<file path="src/rtl/ray_march_column_caster_unit_assert.svh">
// Assertion macros used by the caster controller.
`ifndef RAY_MARCH_COLUMN_CASTER_UNIT_ASSERT_SVH
`define RAY_MARCH_COLUMN_CASTER_UNIT_ASSERT_SVH
// implication on one cycle
`define RMC_ASSERT_IMP(label, clk, rst_n, a, b) \
	label: assert property (@(posedge clk) disable iff (!rst_n) (a) |-> (b)) \
		else $error("assertion failed");
// implication into the next cycle
`define RMC_ASSERT_NEXT(label, clk, rst_n, a, b) \
	label: assert property (@(posedge clk) disable iff (!rst_n) (a) |=> (b)) \
		else $error("assertion failed");
`endif

</file>
<file path="src/rtl/rmc_pkg.sv">
// ----------------------------------------------------------------------------
// rmc_pkg
// Types, constants and functions of the ray-march column caster.
// ----------------------------------------------------------------------------
package rmc_pkg;
	localparam int DEF_MAP_COLUMNS    = 16;
	localparam int DEF_MAP_ROWS       = 16;
	localparam int DEF_TILE_PIXELS    = 64;
	localparam int DEF_SCREEN_COLUMNS = 640;
	localparam int DEF_SCREEN_ROWS    = 480;

	localparam logic CMD_WRITE = 1'b0;
	localparam logic CMD_CAST  = 1'b1;

	localparam logic [1:0] REG_MAX_STEPS = 2'd0;
	localparam logic [1:0] REG_STEP_LEN  = 2'd1;
	localparam logic [1:0] REG_FOV       = 2'd2;

	localparam logic [1:0] KIND_NONE = 2'd0;
	localparam logic [1:0] KIND_WALL = 2'd1;
	localparam logic [1:0] KIND_OUT  = 2'd2;

	typedef struct packed {
		logic        command;
		logic [7:0]  tile_address;
		logic        tile_is_wall;
		logic [17:0] viewer_x;
		logic [17:0] viewer_y;
		logic [9:0]  heading;
		logic [9:0]  screen_column;
	} in_req_t;

	typedef struct packed {
		logic [9:0] column_out;
		logic [8:0] strip_top;
		logic [8:0] strip_bottom;
		logic [1:0] hit_kind;
		logic [7:0] steps_taken;
	} out_req_t;

	typedef struct packed {
		logic [1:0] index;
		logic [8:0] data;
	} cfg_req_t;

	typedef struct packed {
		logic load;
		logic angle_go;
		logic sine_go;
		logic step;
		logic finish;
		logic div_go;
		logic result;
	} rmc_cmd_t;

	typedef struct packed {
		logic sine_done;
		logic march_done;
		logic div_done;
	} rmc_sts_t;
endpackage

</file>
<file path="src/rtl/rmc_divider.sv">
// ----------------------------------------------------------------------------
// rmc_divider
// Restoring divider, one quotient bit per cycle.
// ----------------------------------------------------------------------------
module rmc_divider import rmc_pkg::*; #(
	parameter int N = 64,
	parameter int D = 48
) (
	input  logic         clk,
	input  logic         arst_n,
	input  logic         go,
	input  logic [N-1:0] num,
	input  logic [D-1:0] den,
	output logic         done,
	output logic [N-1:0] quo
);
	localparam int CW = $clog2(N + 1);
	logic [N-1:0] q_q;
	logic [D:0]   r_q;
	logic [D-1:0] den_q;
	logic [CW-1:0] cnt_q;
	logic         busy_q;
	logic [D:0]   trial;
	logic [D:0]   sub;

	assign trial = {r_q[D-1:0], q_q[N-1]};
	assign sub   = trial - {1'b0, den_q};

	always_ff @(posedge clk or negedge arst_n) begin
		if (!arst_n) begin
			busy_q <= 1'b0;
			cnt_q  <= '0;
			done   <= 1'b0;
		end else begin
			done <= 1'b0;
			if (go) begin
				busy_q <= 1'b1;
				cnt_q  <= CW'(N);
			end else if (busy_q) begin
				cnt_q <= cnt_q - 1'b1;
				if (cnt_q == CW'(1)) begin
					busy_q <= 1'b0;
					done   <= 1'b1;
				end
			end
		end
	end

	always_ff @(posedge clk) begin
		if (go) begin
			q_q   <= num;
			r_q   <= '0;
			den_q <= den;
		end else if (busy_q) begin
			if (!sub[D]) begin
				r_q <= sub;
				q_q <= {q_q[N-2:0], 1'b1};
			end else begin
				r_q <= trial;
				q_q <= {q_q[N-2:0], 1'b0};
			end
		end
	end

	assign quo = q_q;
endmodule

</file>
<file path="src/rtl/rmc_datapath.sv">
// ----------------------------------------------------------------------------
// rmc_datapath
// Angle, sine/cosine, march stepping, wall map and strip height.
// ----------------------------------------------------------------------------
module rmc_datapath import rmc_pkg::*; #(
	parameter int MAP_COLUMNS    = DEF_MAP_COLUMNS,
	parameter int MAP_ROWS       = DEF_MAP_ROWS,
	parameter int TILE_PIXELS    = DEF_TILE_PIXELS,
	parameter int SCREEN_COLUMNS = DEF_SCREEN_COLUMNS,
	parameter int SCREEN_ROWS    = DEF_SCREEN_ROWS
) (
	input  logic     clk,
	input  logic     arst_n,
	input  rmc_cmd_t cmd,
	output rmc_sts_t sts,
	input  in_req_t  req,
	input  logic     cfg_we,
	input  cfg_req_t cfg,
	output out_req_t res
);
	localparam int PXW = 32;
	localparam logic signed [PXW-1:0] XLIM = PXW'(MAP_COLUMNS * TILE_PIXELS);
	localparam logic signed [PXW-1:0] YLIM = PXW'(MAP_ROWS * TILE_PIXELS);
	localparam int TP = TILE_PIXELS;
	localparam int MC = MAP_COLUMNS;
	localparam logic [63:0] COL_RCP = ((64'd1 << 37) + 64'(SCREEN_COLUMNS) - 64'd1)
		/ 64'(SCREEN_COLUMNS);
	localparam logic [1:0] PH_ADV  = 2'd0;
	localparam logic [1:0] PH_READ = 2'd1;
	localparam logic [1:0] PH_TEST = 2'd2;

	logic [7:0]  max_q, len_q;
	logic [8:0]  fov_q;
	logic        map_q [256];
	in_req_t     req_q;
	logic [15:0] angle_q;
	logic signed [15:0] sin_q, cos_q;
	logic [7:0]  n_q;
	logic [1:0]  kind_q;
	logic        done_q;
	logic [15:0] d_q;
	logic signed [47:0] ax_q, ay_q;
	logic        sine_done_q;
	logic        wall_rd_q;
	logic [7:0]  tidx;

	always_ff @(posedge clk or negedge arst_n) begin
		if (!arst_n) begin
			max_q <= 8'd200;
			len_q <= 8'd26;
			fov_q <= 9'd171;
		end else if (cfg_we) begin
			unique case (cfg.index)
				REG_MAX_STEPS: max_q <= cfg.data[7:0];
				REG_STEP_LEN:  len_q <= cfg.data[7:0];
				REG_FOV:       fov_q <= cfg.data;
				default: ;
			endcase
		end
	end

	logic [255:0] valid_q;
	always_ff @(posedge clk or negedge arst_n) begin
		if (!arst_n) valid_q <= '0;
		else if (cmd.load && req.command == CMD_WRITE) valid_q[req.tile_address] <= 1'b1;
	end
	always_ff @(posedge clk) begin
		if (cmd.load && req.command == CMD_WRITE) map_q[req.tile_address] <= req.tile_is_wall;
		if (cmd.load) req_q <= req;
		wall_rd_q <= valid_q[tidx] && map_q[tidx];
	end

	// angle: product registered at load, then divide by constant
	logic [31:0] prod_q;
	logic [31:0] col_part;
	assign col_part = 32'((64'(prod_q) * COL_RCP) >> 31);
	always_ff @(posedge clk) begin
		if (cmd.load) prod_q <= 32'(req.screen_column) * 32'(fov_q);
		if (cmd.angle_go)
			angle_q <= 16'(32'(req_q.heading) * 32'd64 + col_part
				- 32'(fov_q) * 32'd32);
	end

	// sine: two sequential divisions (sin then cos)
	logic        sdiv_go, sdiv_done, sel_q;
	logic [47:0] snum, squo;
	logic [31:0] sden;
	logic [14:0] hh;
	logic [29:0] pp;
	logic [15:0] sang;
	assign sang = sel_q ? angle_q + 16'd16384 : angle_q;
	assign hh   = sang[14:0];
	assign pp   = 30'({15'd0, hh} * (30'd32768 - 30'(hh)));
	assign snum = {2'b0, pp, 16'd0};
	assign sden = (32'd5 << 28) - 32'(pp);
	logic sine_busy_q, sine_step_q;
	always_ff @(posedge clk or negedge arst_n) begin
		if (!arst_n) begin
			sel_q <= 1'b0; sine_busy_q <= 1'b0; sine_step_q <= 1'b0; sine_done_q <= 1'b0;
		end else begin
			sine_step_q <= 1'b0;
			sine_done_q <= 1'b0;
			if (cmd.sine_go) begin
				sel_q <= 1'b0; sine_busy_q <= 1'b1; sine_step_q <= 1'b1;
			end else if (sine_busy_q && sdiv_done) begin
				if (!sel_q) begin
					sel_q <= 1'b1; sine_step_q <= 1'b1;
				end else begin
					sine_busy_q <= 1'b0; sine_done_q <= 1'b1;
				end
			end
		end
	end
	always_ff @(posedge clk) begin
		if (sine_busy_q && sdiv_done) begin
			if (!sel_q) sin_q <= sang[15] ? -16'(squo) : 16'(squo);
			else        cos_q <= sang[15] ? -16'(squo) : 16'(squo);
		end
	end
	assign sdiv_go = sine_step_q;
	rmc_divider #(.N(48), .D(32)) u_sdiv (
		.clk(clk), .arst_n(arst_n), .go(sdiv_go), .num(snum), .den(sden),
		.done(sdiv_done), .quo(squo)
	);

	// march: accumulate position, each step in phases advance, read, test
	logic signed [31:0] px, py;
	logic signed [47:0] nx, ny;
	logic [1:0]  ph_q;
	assign nx = ax_q + 48'(cos_q) * 48'(len_q);
	assign ny = ay_q + 48'(sin_q) * 48'(len_q);
	function automatic logic signed [31:0] trunc22(input logic signed [47:0] v);
		logic [47:0] m;
		m = v[47] ? 48'(-v) : 48'(v);
		trunc22 = v[47] ? -32'(m >> 22) : 32'(m >> 22);
	endfunction
	assign px = trunc22(ax_q);
	assign py = trunc22(ay_q);
	logic out_map;
	assign out_map = px < 0 || px >= XLIM || py < 0 || py >= YLIM;
	assign tidx = 8'((py / TP) * MC + px / TP);

	always_ff @(posedge clk or negedge arst_n) begin
		if (!arst_n) begin
			done_q <= 1'b1; ph_q <= PH_ADV; n_q <= '0; kind_q <= KIND_NONE;
		end else if (cmd.finish) begin
			done_q <= 1'b0; ph_q <= PH_ADV; n_q <= '0; kind_q <= KIND_NONE;
			if (max_q == 8'd0) done_q <= 1'b1;
		end else if (cmd.step && !done_q) begin
			unique case (ph_q)
				PH_ADV: begin
					ph_q <= PH_READ;
					n_q  <= n_q + 1'b1;
				end
				PH_READ: ph_q <= PH_TEST;
				default: begin
					ph_q <= PH_ADV;
					if (out_map) begin
						done_q <= 1'b1; kind_q <= KIND_OUT; n_q <= max_q;
					end else if (wall_rd_q) begin
						done_q <= 1'b1; kind_q <= KIND_WALL;
					end else if (n_q == max_q) begin
						done_q <= 1'b1;
					end
				end
			endcase
		end
	end
	always_ff @(posedge clk) begin
		if (cmd.finish) begin
			ax_q <= 48'(req_q.viewer_x) <<< 14;
			ay_q <= 48'(req_q.viewer_y) <<< 14;
		end else if (cmd.step && !done_q && ph_q == PH_ADV) begin
			ax_q <= nx;
			ay_q <= ny;
		end
	end

	// strip height
	logic [31:0] hq;
	logic        hd;
	logic [15:0] dd;
	always_ff @(posedge clk) d_q <= 16'(n_q) * 16'(len_q);
	assign dd = d_q;
	rmc_divider #(.N(32), .D(16)) u_hdiv (
		.clk(clk), .arst_n(arst_n), .go(cmd.div_go), .num(32'(SCREEN_ROWS * 256)), .den(dd),
		.done(hd), .quo(hq)
	);

	assign sts = '{sine_done: sine_done_q, march_done: done_q && !cmd.finish, div_done: hd};

	logic signed [33:0] top, bot;
	assign top = 34'(SCREEN_ROWS / 2) - 34'(hq >> 1);
	assign bot = 34'(SCREEN_ROWS / 2) + 34'(hq >> 1);
	always_ff @(posedge clk) begin
		if (cmd.result) begin
			res.column_out <= req_q.screen_column;
			res.hit_kind   <= kind_q;
			res.steps_taken <= n_q;
			if (d_q == 16'd0) begin
				res.strip_top    <= '0;
				res.strip_bottom <= 9'(SCREEN_ROWS - 1);
			end else begin
				res.strip_top    <= top < 0 ? 9'd0 : 9'(top);
				res.strip_bottom <= bot >= SCREEN_ROWS ? 9'(SCREEN_ROWS - 1) : 9'(bot);
			end
		end
	end
endmodule

</file>
<file path="src/rtl/rmc_controller.sv">
// ----------------------------------------------------------------------------
// rmc_controller
// Sequencer of one cast request: angle, sine, march, divide, result.
// ----------------------------------------------------------------------------
module rmc_controller import rmc_pkg::*; (
	input  logic     clk,
	input  logic     arst_n,
	input  logic     in_valid,
	input  logic     in_cmd,
	output logic     in_ready,
	output logic     out_valid,
	input  logic     out_ready,
	output rmc_cmd_t cmd,
	input  rmc_sts_t sts
);
	`include "ray_march_column_caster_unit_assert.svh"
	typedef enum logic [7:0] {
		S_IDLE = 8'b00000001, S_ANG  = 8'b00000010, S_SIN  = 8'b00000100,
		S_SINW = 8'b00001000, S_MAR  = 8'b00010000, S_DIV  = 8'b00100000,
		S_DIVW = 8'b01000000, S_OUT  = 8'b10000000
	} state_t;
	state_t st_q;
	logic   init_q;

	assign in_ready = (st_q == S_IDLE) && !out_valid;
	always_comb begin
		cmd = '0;
		cmd.load     = in_valid && in_ready;
		cmd.angle_go = st_q == S_ANG;
		cmd.sine_go  = st_q == S_SIN;
		cmd.finish   = st_q == S_SIN;
		cmd.step     = st_q == S_MAR;
		cmd.div_go   = st_q == S_DIV;
		cmd.result   = st_q == S_DIVW && sts.div_done;
	end
	always_ff @(posedge clk or negedge arst_n) begin
		if (!arst_n) begin
			st_q <= S_IDLE; out_valid <= 1'b0; init_q <= 1'b0;
		end else begin
			if (out_valid && out_ready) out_valid <= 1'b0;
			unique case (st_q)
				S_IDLE: if (cmd.load && in_cmd == CMD_CAST) st_q <= S_ANG;
				S_ANG:  st_q <= S_SIN;
				S_SIN:  st_q <= S_SINW;
				S_SINW: if (sts.sine_done) st_q <= S_MAR;
				S_MAR:  if (sts.march_done) st_q <= S_DIV;
				S_DIV:  st_q <= S_DIVW;
				S_DIVW: if (sts.div_done) st_q <= S_OUT;
				S_OUT:  begin st_q <= S_IDLE; out_valid <= 1'b1; end
				default: st_q <= S_IDLE;
			endcase
			init_q <= 1'b1;
		end
	end
	`RMC_ASSERT_IMP(a_no_accept_busy, clk, arst_n, st_q != S_IDLE, !in_ready)
	`RMC_ASSERT_NEXT(a_out_after_div, clk, arst_n, cmd.result, st_q == S_OUT)
	`RMC_ASSERT_IMP(a_onehot, clk, arst_n, init_q, $onehot(st_q))
endmodule

</file>
<file path="src/rtl/ray_march_column_caster_unit.sv">
// ----------------------------------------------------------------------------
// ray_march_column_caster_unit
// Wall-map ray caster: one request writes a tile or casts a screen column.
// ----------------------------------------------------------------------------
// Channels: in (valid/ready, in_req_t), out (valid/ready, out_req_t) and a
// configuration write channel (cfg_valid/cfg_ready, index and data).
// A tile write returns nothing.
// A cast runs the two sine divisions, march steps up to the step limit
// (REG_MAX_STEPS) and the strip division; its length is set by the march
// loop and the bit-serial divider.
// One request is in work at a time; a new request is taken once the result
// has left the output register.
// Reset clears the wall map to open floor and loads register defaults.
// A stalled receiver holds the result; input stays not ready meanwhile.
// ----------------------------------------------------------------------------
module ray_march_column_caster_unit import rmc_pkg::*; #(
	parameter int MAP_COLUMNS    = DEF_MAP_COLUMNS,
	parameter int MAP_ROWS       = DEF_MAP_ROWS,
	parameter int TILE_PIXELS    = DEF_TILE_PIXELS,
	parameter int SCREEN_COLUMNS = DEF_SCREEN_COLUMNS,
	parameter int SCREEN_ROWS    = DEF_SCREEN_ROWS
) (
	input  logic     clk,
	input  logic     arst_n,
	input  logic     in_valid,
	output logic     in_ready,
	input  in_req_t  in_data,
	output logic     out_valid,
	input  logic     out_ready,
	output out_req_t out_data,
	input  logic     cfg_valid,
	output logic     cfg_ready,
	input  cfg_req_t cfg_data
);
	rmc_cmd_t cmd;
	rmc_sts_t sts;
	assign cfg_ready = 1'b1;

	rmc_controller u_ctrl (
		.clk(clk), .arst_n(arst_n), .in_valid(in_valid), .in_cmd(in_data.command),
		.in_ready(in_ready), .out_valid(out_valid), .out_ready(out_ready),
		.cmd(cmd), .sts(sts)
	);
	rmc_datapath #(
		.MAP_COLUMNS(MAP_COLUMNS), .MAP_ROWS(MAP_ROWS), .TILE_PIXELS(TILE_PIXELS),
		.SCREEN_COLUMNS(SCREEN_COLUMNS), .SCREEN_ROWS(SCREEN_ROWS)
	) u_dp (
		.clk(clk), .arst_n(arst_n), .cmd(cmd), .sts(sts), .req(in_data),
		.cfg_we(cfg_valid), .cfg(cfg_data), .res(out_data)
	);
endmodule
</file>
<file path="config.mk">
export PLATFORM = sky130hd
export DESIGN_NAME = ray_march_column_caster_unit
export DESIGN_NICKNAME = d
export VERILOG_FILES = /design/src/rtl/rmc_pkg.sv /design/src/rtl/rmc_divider.sv /design/src/rtl/rmc_datapath.sv /design/src/rtl/rmc_controller.sv /design/src/rtl/ray_march_column_caster_unit.sv
export VERILOG_INCLUDE_DIRS = /design/src /design/src/rtl
export SDC_FILE = /design/constraint.sdc
export NUM_CORES = 2
export LEC_CHECK = 0
export ABC_AREA = 1
export BUFFER_PORTS_ARGS = -buffer_cell sky130_fd_sc_hd__buf_2
export CORE_MARGIN = 2
export CORE_UTILIZATION = 45
export CTS_CLUSTER_SIZE = 20
export DETAILED_ROUTE_END_ITERATION = 10
export GPL_TIMING_DRIVEN = 1
export PLACE_DENSITY = 0.66
export SLEW_MARGIN = 20
export SYNTH_ARGS = -nofsm -noshare
export SYNTH_HDL_FRONTEND = slang
export SYNTH_SLANG_ARGS = --single-unit
</file>
<file path="constraint.sdc">
create_clock -name clk -period 7.9 [get_ports clk]
set_clock_uncertainty 0.1 [all_clocks]
set_input_delay 0.395 -clock clk [delete_from_list [all_inputs] [get_ports clk]]
set_output_delay 0.395 -clock clk [all_outputs]
set_load 0.005 [all_outputs]
</file>
==> metrics list <==
- Root Driver: clkbuf_16
- Yosys mapped a number of flops with a built-in enable equal to 530.
- The number of antenna violations at the first check in global routing is 3.
* Rel. slew slack: 25.3%
- Setup slack of the worst register-to-register path: 0.34 ns
* Fraction of registers with async set or reset after synthesis: 31.4%
- Fraction of layout instances using a drive strength above 1: 9.90%
* Wire length after detailed routing: 221000 µm
- The die is 432 µm tall.
- Summing the areas of all compound-gate instances in the mapped netlist gives 9.59% of the synthesized area.
* R2R Path End: u_dp.angle_q[15]
* Cell count after placement: 12350
- After synthesis the cells add up to 82500 µm².
- By area, the combinational part of the netlist is dominated by adder cells.
- STA classifies the critical path endpoint as a flop.
* Largest net degree at the start of global routing: 159
- Final Max Tran Viols: 0
- Post-route non-filler standard cell count: 12666
- Maximum achievable frequency: 0.132 GHz
- The worst setup path is launched from a flop.
* Most used standard cells in the synthesized netlist: nand2_1, inv_1, nor2_1, ha_1, fa_1
- The congestion estimate from routability-driven global placement came to 0.948.
- Each instance of the synthesized netlist takes up on average 8.27 µm².
- Counting I/O delays and the setup requirement, the final critical path takes 7.56 ns.
* IO Port Bufs: 121
* Most common cell on crit path: fa_1
- Primary flip-flop cell chosen by synthesis mapping: edfxtp_1
* Number of cells on the worst reg-to-reg path: 32
- The floorplan has 157 rows.
- Across all layers, the routed design uses 66372 vias.
- TritonCTS built the clock tree.
* Measured slew at the worst slew-check pin: 1.12 ns
* Top cells by area, synth: edfxtp_1, fa_1, nand2_1, dfrtp_1, ha_1
* Final HPWL from detailed placement: 163000 µm
- Startpoint of the worst-slack reg-to-reg timing path: u_dp.prod_q[18]
* Share of the clock period used by the worst path: 95.7%
- Synth Warn #: 0
* Multiplexer area fraction after synthesis: 0%
- Source-to-sink clock delay at the later pin of the worst-skew pair: 0.77 ns
* Critical-path top delay cell: fa_1
* Delay contributed by the slowest stage of the critical path: 0.58 ns
* Wire length of the first global-routing pass: 357000 µm
* Total clock buffers created by CTS: 113
* Total overflow reported by the global router: 0
* Layout-stage area growth over the synthesis result: 11.5%
- Max Cap Violations: 0
- The clock net in this run drives a total of 1028 sinks.
* Dominant cell type by area after synthesis: edfxtp_1
* Cell with the most instances after synthesis: nand2_1
* Kind of path behind the tightest hold check: input pin to asynchronous set/reset pin
* Critical path class: flop to flop
* Adder and majority gate portion of the synthesized area: 23.6%
* Total Nets Final: 11459
* Number of buffers on the longest clock path: 3
- The critical path starts at u_dp.prod_q[18].
- Post-Layout Inst Area: 92000 µm²
- The floorplan step defined a die boundary enclosing 187000 µm².
* Avg WL per Cell: 17.4 µm
* Core area: 183000 µm²
- Result of the run: complete, no violations
* Final antenna-violating net count: 0
- Dividing the detail-routed via count by the number of cells gives 5.24.
- The netlist uses 74 different library cells.
- Along the worst path, the maximum fanout reaches 4.
* Final Hold Viols: 0
- Number of storage elements in the synthesis netlist: 1028
- Starting density of the core: 45.2%
* Setup violators final: 0
- Post-detailed-route DRC marker count: 0
- Crit path arrival time: 7.92 ns
- For this run, the total global-route usage over all layers was measured as 23.8%.
- Data on the critical path is required at its endpoint by 8.26 ns.
- Instance count of the mapped netlist: 9983
- Post-synthesis sequential area ratio: 33.4%
- Setup crit end: u_dp.angle_q[15]
- The H-tree generated during clock tree synthesis spans 3 levels.
* Vias in the first global route: 67351
- Clock transition at the registers of the reported paths: 0.06 ns
* Cell Area, Placed: 86400 µm²
- Post-synthesis share of cell area spent on and, or, nand and nor gates: 20.0%
* Number of detailed-route iterations in the first pass: 6
- Io pins: 123
* Yosys top cell area share: 19.3%
* Horizontal die dimension: 432 µm
- Of the total synthesized cell area, the portion taken by XOR and XNOR cells is 3.35%.
* Detailed router's first-iteration violation count: 4554
logic make-up after synthesis:
logic type	count (synthesis)
xor+xnor	313
buf+inv	2165
flops	1028
fa+ha+maj	1200
simple gates	3881
compound gates	1394
other cells	2
area by class of cell:
cell class,instances,area [µm²]
clock inverters,77,1140
diodes,3,7.51
well taps,2385,2980
clock buffers,139,3030
repair buffers,422,3230
inverters,1808,6800
fillers,17265,90700
flip-flops and latches,1028,27500
multi-input cells,6804,47200
per-stage QoR:
step | utilization (%) | setup TNS, ns | setup WS [ns] | hold WS, ns
after floorplan | - | 0 | 0.0356 | -0.000591
after global placement | 47.3 | -0.0415 | -0.0265 | 0.288
after detailed placement | 47.3 | -0.447 | -0.160 | 0.292
after CTS | 50.0 | 0 | 0.0677 | 0.0240
after global routing | 50.3 | -0.193 | -0.0615 | 0.107
final | 50.3 | 0 | 0.341 | 0.0764
routing by layer:
| layer | part of all wire [%] | global-route usage (%) | vias to the layer above |
|---|---|---|---|
| li1 | - | - | 32154 |
| met1 | 43 | 31.1 | 32051 |
| met4 | 4.6 | 10.2 | 0 |
| met5 | 0 | 0 | - |
| met3 | 5.2 | 2.82 | 410 |
| met2 | 47 | 39.9 | 1757 |
state kept, by name, indices dropped and copies added, names as in the netlist, 8 cells and up:
| signal | cells |
|---|---|
| u_dp.u_hdiv.r_q | 16 |
| u_dp.angle_q | 16 |
| u_dp.cos_q | 16 |
| u_ctrl.st_q | 8 |
| u_dp.max_q | 8 |
| u_dp.n_q | 8 |
| u_dp.req_q | 56 |
| u_dp.prod_q | 19 |
| u_dp.u_hdiv.quo | 32 |
| u_dp.d_q | 16 |
| u_dp.valid_q | 256 |
| u_dp.u_sdiv.r_q | 32 |
| u_dp.u_sdiv.den_q | 31 |
| u_dp.u_sdiv.quo | 48 |
| u_dp.len_q | 8 |
| u_dp.u_hdiv.den_q | 16 |
| u_dp.map_q | 256 |
| u_dp.ax_q | 48 |
| u_dp.res | 38 |
| u_dp.sin_q | 16 |
| u_dp.ay_q | 48 |
| u_dp.fov_q | 9 |
how the worst min path moves through the flow:
stage | cells after the start | endpoint | slack, ns
2_1_floorplan | 0 | u_ctrl.out_valid | -0.0006
3_3_place_gp | 1 | u_dp.valid_q[107] | 0.29
3_5_place_dp | 1 | u_dp.valid_q[104] | 0.29
4_1_cts | 2 | u_dp.valid_q[192] | 0.02
5_1_grt | 2 | u_dp.valid_q[104] | 0.11
6_report | 2 | u_dp.valid_q[104] | 0.08
worst max-delay path, delay by kind of cell, from the launching register on:
family | cells | cell delay [ns]
AO/OA/AOI/OAI | 9 | 1.43
XOR/XNOR | 2 | 0.19
adder cells (fa/ha/maj) | 9 | 4.09
buffers and inverters | 8 | 0.71
flip-flops | 1 | 0.43
AND/OR/NAND/NOR | 4 | 0.36
layout by cell type (no fill, tap or decap), types with 77 or more instances in the layout:
cell type | synthesis | final
nand4_1 | 78 | 78
dfxtp_1 | 175 | 173
o22ai_1 | 119 | 119
o21ai_0 | 512 | 500
nand2_1 | 2070 | 2060
nor2_1 | 911 | 897
edfxtp_1 | 530 | 530
buf_4 | 10 | 210
or2_2 | 220 | 220
a21oi_1 | 453 | 435
fa_1 | 598 | 593
xor2_1 | 199 | 196
dfrtp_1 | 310 | 308
dlygate4sd3_1 | 0 | 77
buf_2 | 24 | 119
xnor2_1 | 111 | 108
ha_1 | 602 | 586
clkbuf_16 | 0 | 116
inv_1 | 1787 | 1779
nand3_1 | 376 | 376
timing repair:
| item | CTS | global route |
|---|---|---|
| endpoints found under the hold margin | 170 | 0 |
| setup endpoints to repair | 5 | 50 |
| buffers inserted | 0 | 18 |
| gates cloned | 0 | 2 |
| pin swaps | 0 | 20 |
| resized for setup | 3 | 104 |
| hold buffers | 77 | 0 |
Power is not shown: default switching activity piles up to over one toggle a cycle in this logic, so the estimate is an artifact.
